File: src/hdl/rc_differential_drive_mixer_defines.svh
// Assertion macros shared by the mixer RTL.
// Needs a clk_i and an rst_ni in the scope where the macros are used.
`ifndef RC_DIFFERENTIAL_DRIVE_MIXER_DEFINES_SVH
`define RC_DIFFERENTIAL_DRIVE_MIXER_DEFINES_SVH

`ifndef SYNTHESIS
// Checked on every rising edge outside reset.
`define RCDM_ASSERT(label, prop, msg) \
  label: assert property (@(posedge clk_i) disable iff (!rst_ni) prop) else $error(msg);
// Checked on every rising edge, reset included.
`define RCDM_ASSERT_ALWAYS(label, prop, msg) \
  label: assert property (@(posedge clk_i) prop) else $error(msg);
`else
`define RCDM_ASSERT(label, prop, msg)
`define RCDM_ASSERT_ALWAYS(label, prop, msg)
`endif

`endif

File: src/hdl/rcdm_pkg.sv
// Types, constants and helper functions of the differential drive mixer.
// Used by the channel interfaces and all mixer modules; depends on nothing.
package rcdm_pkg;

  localparam int unsigned WidthW = 12;
  localparam int unsigned DutyW  = 8;
  localparam int unsigned SpeedW = 12;  // signed mapped speed, |value| <= 1323
  localparam int unsigned MixW   = 13;  // signed sum of two mapped speeds
  localparam int unsigned MagW   = 20;  // |(w - 1500) * max_speed| < 2**20

  localparam logic [WidthW-1:0] CenterUs   = 12'd1500;
  localparam logic [WidthW-1:0] DeadLowUs  = 12'd1450;
  localparam logic [WidthW-1:0] DeadHighUs = 12'd1550;
  localparam logic [WidthW-1:0] ModeLowUs  = 12'd1200;
  localparam logic [WidthW-1:0] ModeHighUs = 12'd1800;

  // Division by the 500 us span as a multiply by ceil(2**29 / 500) and a shift.
  // The rounding error 88 times the largest magnitude stays below 2**29, so the
  // quotient is exact for every magnitude that can occur.
  localparam int unsigned RecipShift = 29;
  localparam logic [20:0] SpanRecip  = 21'd1073742;

  localparam logic [DutyW-1:0] MaxSpeedReset = 8'd255;

  typedef enum logic [1:0] {
    MODE_DRIVE   = 2'd0,
    MODE_ARM_ONE = 2'd1,
    MODE_ARM_TWO = 2'd2,
    MODE_SCIENCE = 2'd3
  } rcdm_mode_e;

  typedef struct packed {
    logic [WidthW-1:0] steer_width;
    logic [WidthW-1:0] throttle_width;
    logic [WidthW-1:0] spin_width;
    logic [WidthW-1:0] mode_width;
    logic [WidthW-1:0] aux_width;
  } rcdm_req_t;

  typedef struct packed {
    logic [1:0]       drive_mode;
    logic [DutyW-1:0] right_fwd_pwm;
    logic [DutyW-1:0] right_rev_pwm;
    logic [DutyW-1:0] left_fwd_pwm;
    logic [DutyW-1:0] left_rev_pwm;
  } rcdm_res_t;

  // Decisions taken from the raw widths, carried along the pipeline.
  typedef struct packed {
    rcdm_mode_e mode;
    logic       spin_center;  // spin inside the dead band
    logic       spin_pos;     // spin above center
    logic       thr_pos;      // throttle above center
    logic       thr_neg;      // throttle below center
  } rcdm_ctl_t;

  function automatic logic [DutyW-1:0] clamp_speed(input logic signed [MixW-1:0] x,
                                                   input logic [DutyW-1:0] max_speed);
    logic signed [MixW-1:0] lim;
    lim = signed'({{(MixW-DutyW){1'b0}}, max_speed});
    if (x < 0) begin
      return '0;
    end else if (x > lim) begin
      return max_speed;
    end else begin
      return x[DutyW-1:0];
    end
  endfunction

endpackage

File: src/hdl/rcdm_channels.sv
// Valid/ready channel interfaces of the differential drive mixer.
// Depends on rcdm_pkg for the payload types.
interface rcdm_req_if;
  import rcdm_pkg::*;
  logic      valid;
  logic      ready;
  rcdm_req_t data;
  modport source (output valid, output data, input ready);
  modport sink (input valid, input data, output ready);
endinterface

interface rcdm_res_if;
  import rcdm_pkg::*;
  logic      valid;
  logic      ready;
  rcdm_res_t data;
  modport source (output valid, output data, input ready);
  modport sink (input valid, input data, output ready);
endinterface

interface rcdm_cfg_if;
  import rcdm_pkg::*;
  logic             valid;
  logic             ready;
  logic [DutyW-1:0] data;
  modport source (output valid, output data, input ready);
  modport sink (input valid, input data, output ready);
endinterface

File: src/hdl/rcdm_scale.sv
// Two-stage channel scaler: ((w - 1500) * max_speed) / 500, toward zero.
// Depends on rcdm_pkg for widths and the reciprocal constant.
module rcdm_scale (
  input  logic                                clk_i,
  input  logic                                ld_prod_i,
  input  logic                                ld_quot_i,
  input  logic [rcdm_pkg::WidthW-1:0]         width_i,
  input  logic [rcdm_pkg::DutyW-1:0]          max_speed_i,
  output logic signed [rcdm_pkg::SpeedW-1:0]  speed_o
);
  import rcdm_pkg::*;

  logic signed [WidthW:0]          diff;
  logic signed [WidthW+DutyW+1:0]  prod;
  logic [WidthW+DutyW+1:0]         prod_abs;
  logic [MagW-1:0]                 mag_d, mag_q;
  logic                            neg_d, neg_q;
  logic [MagW+20:0]                quot_full;
  logic [SpeedW-2:0]               quot;
  logic signed [SpeedW-1:0]        speed_d, speed_q;

  // Stage one: signed offset from center times the full-scale speed.
  always_comb begin
    diff     = signed'({1'b0, width_i}) - signed'({1'b0, CenterUs});
    prod     = diff * signed'({1'b0, max_speed_i});
    prod_abs = (prod < 0) ? unsigned'(-prod) : unsigned'(prod);
    mag_d    = prod_abs[MagW-1:0];
    neg_d    = prod < 0;
  end

  always_ff @(posedge clk_i) begin
    if (ld_prod_i) begin
      mag_q <= mag_d;
      neg_q <= neg_d;
    end
  end

  // Stage two: unsigned quotient by reciprocal, then the sign goes back on.
  always_comb begin
    quot_full = (MagW+21)'(mag_q) * (MagW+21)'(SpanRecip);
    quot      = quot_full[RecipShift +: (SpeedW-1)];
    speed_d   = neg_q ? -signed'({1'b0, quot}) : signed'({1'b0, quot});
  end

  always_ff @(posedge clk_i) begin
    if (ld_quot_i) begin
      speed_q <= speed_d;
    end
  end

  assign speed_o = speed_q;

endmodule

File: src/hdl/rcdm_mix.sv
// Arcade mixer: turns mapped speeds and mode decisions into H-bridge duties.
// Depends on rcdm_pkg for the control struct, result type and clamp function.
module rcdm_mix (
  input  rcdm_pkg::rcdm_ctl_t                ctl_i,
  input  logic signed [rcdm_pkg::SpeedW-1:0] steer_i,
  input  logic signed [rcdm_pkg::SpeedW-1:0] throttle_i,
  input  logic signed [rcdm_pkg::SpeedW-1:0] spin_i,
  input  logic [rcdm_pkg::DutyW-1:0]         max_speed_i,
  output rcdm_pkg::rcdm_res_t                res_o
);
  import rcdm_pkg::*;

  logic signed [MixW-1:0] ms, mt, mp;

  always_comb begin
    ms = MixW'(steer_i);
    mt = MixW'(throttle_i);
    mp = MixW'(spin_i);

    res_o            = '0;
    res_o.drive_mode = ctl_i.mode;

    if (ctl_i.mode == MODE_DRIVE) begin
      if (ctl_i.spin_center) begin
        if (ctl_i.thr_pos) begin
          res_o.right_fwd_pwm = clamp_speed(mt - ms, max_speed_i);
          res_o.left_fwd_pwm  = clamp_speed(mt + ms, max_speed_i);
        end else if (ctl_i.thr_neg) begin
          res_o.right_rev_pwm = clamp_speed(-mt - ms, max_speed_i);
          res_o.left_rev_pwm  = clamp_speed(-mt + ms, max_speed_i);
        end
      end else if (ctl_i.spin_pos) begin
        res_o.right_rev_pwm = clamp_speed(mp, max_speed_i);
        res_o.left_fwd_pwm  = clamp_speed(mp, max_speed_i);
      end else begin
        res_o.right_fwd_pwm = clamp_speed(-mp, max_speed_i);
        res_o.left_rev_pwm  = clamp_speed(-mp, max_speed_i);
      end
    end
  end

endmodule

File: src/hdl/rc_differential_drive_mixer.sv
// Top level of the RC differential drive mixer.
// Depends on rcdm_pkg, the channel interfaces, rcdm_scale, rcdm_mix and the
// assertion macros in rc_differential_drive_mixer_defines.svh.
//
//   Channel    Port       Direction  Carries
//   --------   --------   ---------  ----------------------------------------
//   request    in_req_i   sink       five RC pulse widths, 12 bits each
//   result     res_o      source     drive mode and four H-bridge duties
//   config     cfg_i      sink       max_speed write data, 8 bits
//
// The offset multiply, the reciprocal multiply for the divide by 500, and the
// mix and clamp each end in a register between acceptance and a valid result.
// One request is accepted every cycle until a stalled result fills every stage.
// A stalled result holds only the output register; the earlier stages keep
// filling until they are full, so ready falls only when all three are occupied.
// Reset sets max_speed to 255 and empties the pipeline; no clearing pass.
`include "rc_differential_drive_mixer_defines.svh"

module rc_differential_drive_mixer (
  input  logic       clk_i,
  input  logic       rst_ni,
  rcdm_req_if.sink   in_req_i,
  rcdm_res_if.source res_o,
  rcdm_cfg_if.sink   cfg_i
);
  import rcdm_pkg::*;

  // The full-scale speed. Write it only while the pipeline is empty (the block
  // does not enforce this), so every stage may read it directly.
  logic [DutyW-1:0] max_speed_q;

  always_ff @(posedge clk_i or negedge rst_ni) begin
    if (!rst_ni) begin
      max_speed_q <= MaxSpeedReset;
    end else if (cfg_i.valid && cfg_i.ready) begin
      max_speed_q <= cfg_i.data;
    end
  end

  assign cfg_i.ready = 1'b1;

  // Stage occupancy and the backward ready chain. A stage takes new data
  // whenever it is empty or its contents move on in the same cycle.
  logic v1_q, v2_q, v3_q;
  logic r1, r2, r3;

  assign r3 = !v3_q || res_o.ready;
  assign r2 = !v2_q || r3;
  assign r1 = !v1_q || r2;
  assign in_req_i.ready = r1;

  always_ff @(posedge clk_i or negedge rst_ni) begin
    if (!rst_ni) begin
      v1_q <= 1'b0;
      v2_q <= 1'b0;
      v3_q <= 1'b0;
    end else begin
      if (r1) v1_q <= in_req_i.valid;
      if (r2) v2_q <= v1_q;
      if (r3) v3_q <= v2_q;
    end
  end

  // Mode decode, dead band and throttle direction come straight from the
  // widths and travel beside the arithmetic.
  rcdm_ctl_t ctl_d, ctl1_q, ctl2_q;
  rcdm_req_t req;

  always_comb begin
    req = in_req_i.data;
    if (req.mode_width < ModeLowUs) begin
      ctl_d.mode = MODE_DRIVE;
    end else if (req.mode_width > ModeHighUs) begin
      ctl_d.mode = MODE_SCIENCE;
    end else if (req.aux_width > CenterUs) begin
      ctl_d.mode = MODE_ARM_ONE;
    end else begin
      ctl_d.mode = MODE_ARM_TWO;
    end
    ctl_d.spin_center = (req.spin_width < DeadHighUs) && (req.spin_width > DeadLowUs);
    ctl_d.spin_pos    = req.spin_width > CenterUs;
    ctl_d.thr_pos     = req.throttle_width > CenterUs;
    ctl_d.thr_neg     = req.throttle_width < CenterUs;
  end

  always_ff @(posedge clk_i) begin
    if (r1) ctl1_q <= ctl_d;
    if (r2) ctl2_q <= ctl1_q;
  end

  // One scaler per channel that the mix uses.
  logic signed [SpeedW-1:0] steer_spd, thr_spd, spin_spd;

  rcdm_scale u_scale_steer (
    .clk_i       (clk_i),
    .ld_prod_i   (r1),
    .ld_quot_i   (r2),
    .width_i     (req.steer_width),
    .max_speed_i (max_speed_q),
    .speed_o     (steer_spd)
  );

  rcdm_scale u_scale_thr (
    .clk_i       (clk_i),
    .ld_prod_i   (r1),
    .ld_quot_i   (r2),
    .width_i     (req.throttle_width),
    .max_speed_i (max_speed_q),
    .speed_o     (thr_spd)
  );

  rcdm_scale u_scale_spin (
    .clk_i       (clk_i),
    .ld_prod_i   (r1),
    .ld_quot_i   (r2),
    .width_i     (req.spin_width),
    .max_speed_i (max_speed_q),
    .speed_o     (spin_spd)
  );

  // Mix and clamp, then the output register.
  rcdm_res_t res_d, res_q;

  rcdm_mix u_mix (
    .ctl_i       (ctl2_q),
    .steer_i     (steer_spd),
    .throttle_i  (thr_spd),
    .spin_i      (spin_spd),
    .max_speed_i (max_speed_q),
    .res_o       (res_d)
  );

  always_ff @(posedge clk_i) begin
    if (r3) res_q <= res_d;
  end

  assign res_o.valid = v3_q;
  assign res_o.data  = res_q;

  // On each side of the bridge at most one pin is driven.
  `RCDM_ASSERT(a_one_pin_per_side, v3_q |-> ((res_q.right_fwd_pwm == '0) || (res_q.right_rev_pwm == '0)) && ((res_q.left_fwd_pwm == '0) || (res_q.left_rev_pwm == '0)), "both pins of one side driven")
  // Arm and science modes never move the wheels.
  `RCDM_ASSERT(a_idle_outside_drive, v3_q && (res_q.drive_mode != MODE_DRIVE) |-> (res_q.right_fwd_pwm == '0) && (res_q.right_rev_pwm == '0) && (res_q.left_fwd_pwm == '0) && (res_q.left_rev_pwm == '0), "duty outside drive mode")
  // No duty exceeds the configured full scale.
  `RCDM_ASSERT(a_duty_clamped, v3_q |-> (res_q.right_fwd_pwm <= max_speed_q) && (res_q.right_rev_pwm <= max_speed_q) && (res_q.left_fwd_pwm <= max_speed_q) && (res_q.left_rev_pwm <= max_speed_q), "duty above max_speed")
  // A middle stage that cannot move on keeps its item.
  `RCDM_ASSERT(a_stage_two_held, v2_q && !r3 |=> v2_q, "stage two lost an item")
  // The request side is held off only when every stage is occupied.
  `RCDM_ASSERT_ALWAYS(a_ready_only_when_full, !in_req_i.ready |-> v1_q && v2_q && v3_q, "ready low with a free stage")

endmodule

File: src/flat_wrapper.sv
// flat-port wrapper written by rule: the top's interface ports become plain ports
module rc_differential_drive_mixer_flat import rcdm_pkg::*;
  (clk_i, rst_ni, in_req_i_valid, in_req_i_data, in_req_i_ready, res_o_valid, res_o_data, res_o_ready, cfg_i_valid, cfg_i_data, cfg_i_ready);
  rcdm_req_if in_req_i_i ();
  rcdm_res_if res_o_i ();
  rcdm_cfg_if cfg_i_i ();
  input  logic clk_i;
  input  logic rst_ni;
  input wire logic [$bits(in_req_i_i.valid)-1:0] in_req_i_valid;
  input wire logic [$bits(in_req_i_i.data)-1:0] in_req_i_data;
  output wire logic [$bits(in_req_i_i.ready)-1:0] in_req_i_ready;
  output wire logic [$bits(res_o_i.valid)-1:0] res_o_valid;
  output wire logic [$bits(res_o_i.data)-1:0] res_o_data;
  input wire logic [$bits(res_o_i.ready)-1:0] res_o_ready;
  input wire logic [$bits(cfg_i_i.valid)-1:0] cfg_i_valid;
  input wire logic [$bits(cfg_i_i.data)-1:0] cfg_i_data;
  output wire logic [$bits(cfg_i_i.ready)-1:0] cfg_i_ready;
  assign in_req_i_i.valid = in_req_i_valid;
  assign in_req_i_i.data = in_req_i_data;
  assign in_req_i_ready = in_req_i_i.ready;
  assign res_o_valid = res_o_i.valid;
  assign res_o_data = res_o_i.data;
  assign res_o_i.ready = res_o_ready;
  assign cfg_i_i.valid = cfg_i_valid;
  assign cfg_i_i.data = cfg_i_data;
  assign cfg_i_ready = cfg_i_i.ready;
  rc_differential_drive_mixer u_core (.clk_i(clk_i), .rst_ni(rst_ni), .in_req_i(in_req_i_i), .res_o(res_o_i), .cfg_i(cfg_i_i));
endmodule
File: config.mk
export PLATFORM = sky130hd
export DESIGN_NAME = rc_differential_drive_mixer_flat
export DESIGN_NICKNAME = d
export VERILOG_FILES = /design/src/hdl/rcdm_pkg.sv /design/src/hdl/rcdm_channels.sv /design/src/hdl/rcdm_scale.sv /design/src/hdl/rcdm_mix.sv /design/src/hdl/rc_differential_drive_mixer.sv /design/src/flat_wrapper.sv
export VERILOG_INCLUDE_DIRS = /design/src /design/src/hdl
export SDC_FILE = /design/constraint.sdc
export NUM_CORES = 2
export LEC_CHECK = 0
export BUFFER_PORTS_ARGS = -buffer_cell sky130_fd_sc_hd__buf_2
export CAP_MARGIN = 20
export CORE_UTILIZATION = 60
export CTS_BUF_LIST = sky130_fd_sc_hd__clkbuf_16
export CTS_CLUSTER_DIAMETER = 150
export DETAILED_ROUTE_END_ITERATION = 8
export HOLD_SLACK_MARGIN = 0.15
export PLACE_DENSITY = 0.77
export SLEW_MARGIN = 20
export SYNTH_ARGS = -nofsm -noshare
export SYNTH_HDL_FRONTEND = slang
export SYNTH_HIERARCHICAL = 1
export SYNTH_SLANG_ARGS = --single-unit
File: constraint.sdc
create_clock -name clk_i -period 18.4 [get_ports clk_i]
set_clock_uncertainty 0.15 [all_clocks]
set_input_delay 2.76 -clock clk_i [delete_from_list [all_inputs] [get_ports clk_i]]
set_output_delay 2.76 -clock clk_i [all_outputs]
set_load 0.02 [all_outputs]
* After elaboration in Yosys (flattened, before gate mapping)
Index checks and enable logic that the tools add are counted.
** Cells by class
- Add/sub/neg operators :: 15
- Multipliers :: 6
- Divide/modulo/power cells :: 0
- Magnitude comparators :: 23
- Equal/unequal tests :: 0
- Shifts and indexed selects :: 0
- Mux-type cells :: 29
- Bitwise operators :: 0
- Reductions and logical operators :: 8
** Operator list (number)
- 2-to-1 mux 8 bit :: 19
- multiplier 20 x 20 -> 39 bit, second input constant :: 3
- < comparator 22 x 1 -> 1 bit, second input constant :: 3
- multiplier 13 x 9 -> 22 bit :: 3
- greater-than comparator 13 x 9 -> 1 bit :: 5
- < comparator 13 x 1 -> 1 bit, second input constant :: 5
- greater-than comparator 12 x 11 -> 1 bit, second input constant :: 5
- 2-to-1 mux 20 bit :: 3
- negation 20 bit :: 3
- subtractor 12 x 11 -> 13 bit, second input constant :: 3
- < comparator 12 x 11 -> 1 bit, second input constant :: 3
- negation 11 -> 12 bit :: 3
- 2-to-1 mux 11 bit :: 3
- 2-to-1 mux 32 bit :: 1
- negation 12 -> 13 bit :: 2
- 2-to-1 mux 16 bit :: 1
- adder 12 x 12 -> 13 bit :: 1
- adder 13 x 12 -> 13 bit :: 1
- subtractor 12 x 12 -> 13 bit :: 1
- subtractor 13 x 12 -> 13 bit :: 1
- greater-than comparator 12 x 9 -> 1 bit :: 1
- < comparator 12 x 1 -> 1 bit, second input constant :: 1
- 2-to-1 mux 2 bit :: 2
- logical NOT 1 bit :: 3
- other kinds (3) :: 5
** Word-level totals
- Bits in registers :: 156
- Bits in latches :: 0
- Bits in writable memories :: 0
- ROM bits :: 0
- Output and inout port bits :: 37
- Memories :: 0

* Longest topological paths before layout
- Depth in word-level cells :: 8
- Mapped depth :: 28

* Cells and area by module
The synthesis kept the hierarchy.
** Modules (own cells, without submodules)
- rcdm_scale (u_core.u_scale_steer) :: times used 1, cells each 1219, area an instance 11239.5 µm², seq. area each 991.0 µm²
- rcdm_scale (u_core.u_scale_spin) :: times used 1, cells each 1210, area an instance 11212.0 µm², seq. area each 991.0 µm²
- rcdm_scale (u_core.u_scale_thr) :: times used 1, cells each 1198, area an instance 11135.7 µm², seq. area each 991.0 µm²
- rcdm_mix :: times used 1, cells each 683, area an instance 5023.6 µm², seq. area each 0.0 µm²
- rc_differential_drive_mixer :: times used 1, cells each 116, area an instance 2098.3 µm², seq. area each 1666.6 µm²

* Worst setup path before layout
OpenSTA, ideal clock, no wires.
- Kind :: in2reg
- Start point :: input in_req_i_data[26]
- End point :: register u_core.u_scale_spin.mag_q[9] (data pin)
- Library setup time :: 0.265 ns
- Arrival :: 8.491 ns
- Data required time :: 17.985 ns
- Slack :: 9.494 ns
- Cell stages on the path :: 28
- Buffers on the path :: 2
- Cell sequence :: ha_1 -> a21oi_1 -> nor2_1 -> a21oi_1 -> inv_1 -> a21oi_1 -> nand2_1 -> inv_1 -> fa_1 -> inv_1 -> fa_1 -> inv_1 -> fa_1 -> inv_1 -> fa_1 -> inv_1 -> ha_1 -> o21a_1 -> a21boi_0 -> a21oi_1 -> o41ai_2 -> mux2_2 -> and2_1 -> buf_2 -> inv_2 -> buf_2 -> nand2_1 -> xnor2_1
** Between the ends
- Longest elaborated chain between the ends :: 4
- Elaborated cells on any way between the ends :: 5
- Classes of those cells :: add/sub: 2; mul: 1; order compare: 1; mux: 1
** Ends and longest elaborated chain
- from (decl) :: RTL line flat_wrapper.sv:10 : input wire logic [$bits(in_req_i_i.data)-1:0] in_req_i_data;
- subtractor 12 x 11 -> 13 bit :: RTL line rcdm_scale.sv:24 : diff = signed'({1'b0, width_i}) - signed'({1'b0, CenterUs});
- multiplier 13 x 9 -> 22 bit :: RTL line rcdm_scale.sv:25 : prod = diff * signed'({1'b0, max_speed_i});
- < comparator 22 x 1 -> 1 bit
- named net u_core.u_scale_spin.neg_d :: RTL line rcdm_scale.sv:17 : logic neg_d, neg_q;
- 2-to-1 mux 20 bit :: RTL line rcdm_scale.sv:26 : prod_abs = (prod < 0) ? unsigned'(-prod) : unsigned'(prod);
- named net u_core.u_scale_spin.prod_abs[9] :: RTL line rcdm_scale.sv:15 : logic [WidthW+DutyW+1:0] prod_abs;
- to (signal assigned) :: RTL line rcdm_scale.sv:33 : mag_q <= mag_d;
- to (decl) :: RTL line rcdm_scale.sv:16 : logic [MagW-1:0] mag_d, mag_q;
The timed path passes the listed nets, and every way through them passes these cells.
A chain may end at the register's enable or synchronous reset.

* Worst setup path in the final report
- Start point :: input in_req_i_data[38]
- End point :: register u_core.u_scale_thr.mag_q[18] (data pin)
** Between the ends
- Longest elaborated chain between the ends :: 4
- Elaborated cells on any way between the ends :: 5
- Classes of those cells :: add/sub: 2; mul: 1; order compare: 1; mux: 1
** Ends and longest elaborated chain (RTL line)
- subtractor 12 x 11 -> 13 bit * :: rcdm_scale.sv:24
- multiplier 13 x 9 -> 22 bit * :: rcdm_scale.sv:25
- negation 20 bit or < comparator 22 x 1 -> 1 bit (tied branches) :: rcdm_scale.sv:26
- 2-to-1 mux 20 bit * :: rcdm_scale.sv:26
- named net u_core.u_scale_thr.prod_abs[18] :: rcdm_scale.sv:15
- to (signal assigned) :: rcdm_scale.sv:33
- to (decl) :: rcdm_scale.sv:16
Mark *: on every way through the listed nets, which the timed path passes. The rest lies on a longest branch.

==> run_results.csv <==
group,metric,value,unit
hold_path,min-delay-start,"u_core/ctl1_q[0]",
sta,slew_headroom,0.335,
routing,vias,31200,
floorplan,core-area,0.0672,mm2
logic_synthesis,avgSynthCellArea,9.20,um2
logic_synthesis,synth_cells,4426,
clocking,cts_buffers,17,
clocking,clk_latency,0.50,ns
global_route,grt_pass1_wl,160000,um
layout,final_common_cell,"inv_1",
global_route,grt_max_degree,47,
routing,dr.pass1.iters,7,
layout,layout_common_cells,"966 x inv_1, 741 x ha_1, 511 x fa_1, 301 x nand2_1, 185 x a21oi_1",
critical_path,worstReg2RegEnd,"u_core/u_scale_thr/speed_o[11]",
placement,gp_congestion,0.957,
logic_synthesis,netlist_area,0.0407,mm2
logic_synthesis,synth_ff_type,"edfxtp_1",
floorplan,rows,95,
floorplan,die-area,0.0689,mm2
layout,utilization,0.636,
critical_path,r2r_cells,21,
floorplan,initial_core_util,0.606,
placement,place_area,0.0421,mm2
sta,rsz0062_at_grt,"no",
layout,nets,5817,
clocking,clock_path_buffers,2,
floorplan,die_h,262,um
global_route,antenna_found_initial,3,
floorplan,pin_count,110,
placement,place_hpwl,82500,um
routing,post_drt_via_cell_ratio,5.80,
logic_synthesis,synth-edff-count,145,
logic_synthesis,yosys.area.top_type,"fa_1",
layout,layout-drive-gt1-share,0.0586,
logic_synthesis,ys_types,124,
sta,setup_viol,0,
clocking,cts_hold_buf,0,
hold_path,worstHoldEndpoint,"u_core/ctl2_q[0]",
routing,route.detailed.drc,0,
clocking,cts-root-buf,"clkbuf_16",
floorplan,die_w,262,um
clocking,postCtsSetupBuffers,0,
sta,clock.fmax,106,MHz
clocking,post_cts_resized,0,
critical_path,path_class,"in -> reg",
routing,routed_wirelength,99300,um
sta,slew_violations,0,
sta,fin_crit_sh,0.514,
sta,setup_tns,0,ns
critical_path,reg2reg_from,"u_core/u_scale_thr/mag_q[9]",
sta,worst_slew_pin_slew,0.973,ns
logic_synthesis,ys_ff_latch,156,
outcome,status,"completed",
routing,ant_nets,0,
clocking,cts_tree,"done",
clocking,cts_max_level,4,
critical_path,crit_required,18.49,ns
sta,fin_crit,9.46,ns
logic_synthesis,async_reset_ff_frac,0.0705,
layout,fill_cells,5576,
critical_path,crit_path_max_fanout,21,
layout,finish.instance_area,0.0427,mm2
logic_synthesis,synth_top_area_share,0.251,
clocking,cts_num_sinks,156,
flow_run,cap_violations,0,
critical_path,start_kind,"input pin",
layout,syn_to_final_growth,4.94,%
routing,wire_per_inst,18.5,um
clocking,clkTransAtPathRegs,0.07,ns
critical_path,cp_data_arrival_time,9.55,ns
routing,drt_iter0_drc,2205,
global_route,grt_overflow_total,0,
critical_path,end_kind,"flop",
logic_synthesis,synth_area_leaders,"fa_1 25%, ha_1 23%, edfxtp_1 11%",
placement,io_buffer_count,108,
logic_synthesis,yosys_warnings,6,
global_route,grt_usage,0.292,
sta,hold_viol_final,0,
critical_path,rrSetupSlack,11.16,ns
hold_path,hold_depth,0,
hold_path,min_path_type,"reg -> reg",
logic_synthesis,seq_area_frac_synth,0.114,
global_route,first_global_vias,31100,
logic_synthesis,synth_fp_nets,5751,
[per-layer routing]
| layer | GRT usage | part of all wire | vias to the layer above |
|---|---|---|---|
| met3 | 0.0409 | 0.053 | 160 |
| li1 | - | - | 14900 |
| met1 | 0.386 | 0.44 | 15300 |
| met2 | 0.497 | 0.48 | 884 |
| met4 | 0.0878 | 0.027 | 2 |
| met5 | 0 | 0.00013 | - |
[how the worst max path moves through the flow]
stage / start / endpoint / slack (ns) / cells after the start
floorplan: in_req_i_data[26] / u_core/u_scale_spin/mag_q[9] / 9.49 / 28
global placement: in_req_i_data[38] / u_core/u_scale_thr/mag_q[10] / 8.38 / 23
detailed placement: in_req_i_data[38] / u_core/u_scale_thr/mag_q[18] / 8.15 / 23
CTS: in_req_i_data[38] / u_core/u_scale_thr/mag_q[18] / 8.69 / 23
global route: in_req_i_data[38] / u_core/u_scale_thr/mag_q[18] / 8.54 / 23
finish: in_req_i_data[38] / u_core/u_scale_thr/mag_q[18] / 8.94 / 23
[synthesized netlist by cell type, types with 51 or more instances]
cell	count
and2_1	161
o21ai_0	121
edfxtp_1	145
xnor2_1	158
ha_1	741
nor3_1	57
inv_1	966
nor2_1	143
xor2_1	64
nand2_1	301
nand3_1	62
fa_1	511
a21oi_1	185
nand4_1	51
[flip-flops by register name (all words and copies together), names as in the netlist]
register and cells:
u_core/res_o.valid 1, u_core/u_scale_thr/mag_q 20, u_core/u_scale_steer/neg_q 1, u_core/u_scale_steer/mag_q 20, u_core/u_scale_steer/speed_o 12, u_core/u_scale_thr/speed_o 12, u_core/u_scale_spin/mag_q 20, u_core/u_scale_thr/neg_q 1
u_core/v1_q 1, u_core/max_speed_q 8, u_core/ctl1_q 6, u_core/u_scale_spin/neg_q 1, u_core/ctl2_q 6, u_core/v2_q 1, u_core/res_o.data 34, u_core/u_scale_spin/speed_o 12
[worst max-delay path, stage by stage]
cell	delay, ns
buf_2	0.27
ha_1	0.24
a21oi_1	0.10
nor2_1	0.17
a21oi_1	0.12
xnor2_1	0.54
nand2_1	0.17
fa_1	0.57
inv_1	0.06
fa_1	0.49
fa_1	0.54
inv_1	0.05
fa_1	0.48
inv_1	0.05
ha_1	0.34
a21o_1	0.21
a2111o_1	0.41
a41oi_1	0.31
o21ai_1	0.21
a21o_1	0.23
a311oi_4	0.77
o21ai_0	0.28
xnor2_1	0.19
[metrics by stage]
stage          setup WS [ns]  hold WS [ns]  std cells
2_1_floorplan           9.49         0.250       4426
3_3_place_gp            8.38         0.256       5346
3_5_place_dp            8.15         0.258       5346
4_1_cts                 8.69         0.276       5378
5_1_grt                 8.54         0.283       5379
6_report                8.94         0.275       5380
[logic make-up (layout without fill, tap and decap cells)]
| family | count (synthesis) | in the layout | synth area share |
|---|---|---|---|
| mux | 54 | 54 | 0.0137 |
| compound gates | 681 | 681 | 0.115 |
| buf+inv | 1044 | 1123 | 0.0986 |
| other cells | 1 | 3 | 0.0000921 |
| xor+xnor | 223 | 223 | 0.0482 |
| fa+ha+maj | 1252 | 1252 | 0.479 |
| flops | 156 | 156 | 0.114 |
| simple gates | 1015 | 1015 | 0.132 |
[cell type report]
type                       count  area [um2]  area share
tap                          873        1090      0.0256
antenna                        2        5.00    0.000117
sequential                   156        4640       0.109
timing repair buffer         122         646      0.0151
clock inverter                15         199     0.00466
multi-input combinational   3226       32100       0.751
inverter                     969        3640      0.0851
clock buffer                  17         425     0.00996
Power is not shown: default switching activity piles up to over one toggle a cycle in this logic, so the estimate is an artifact.
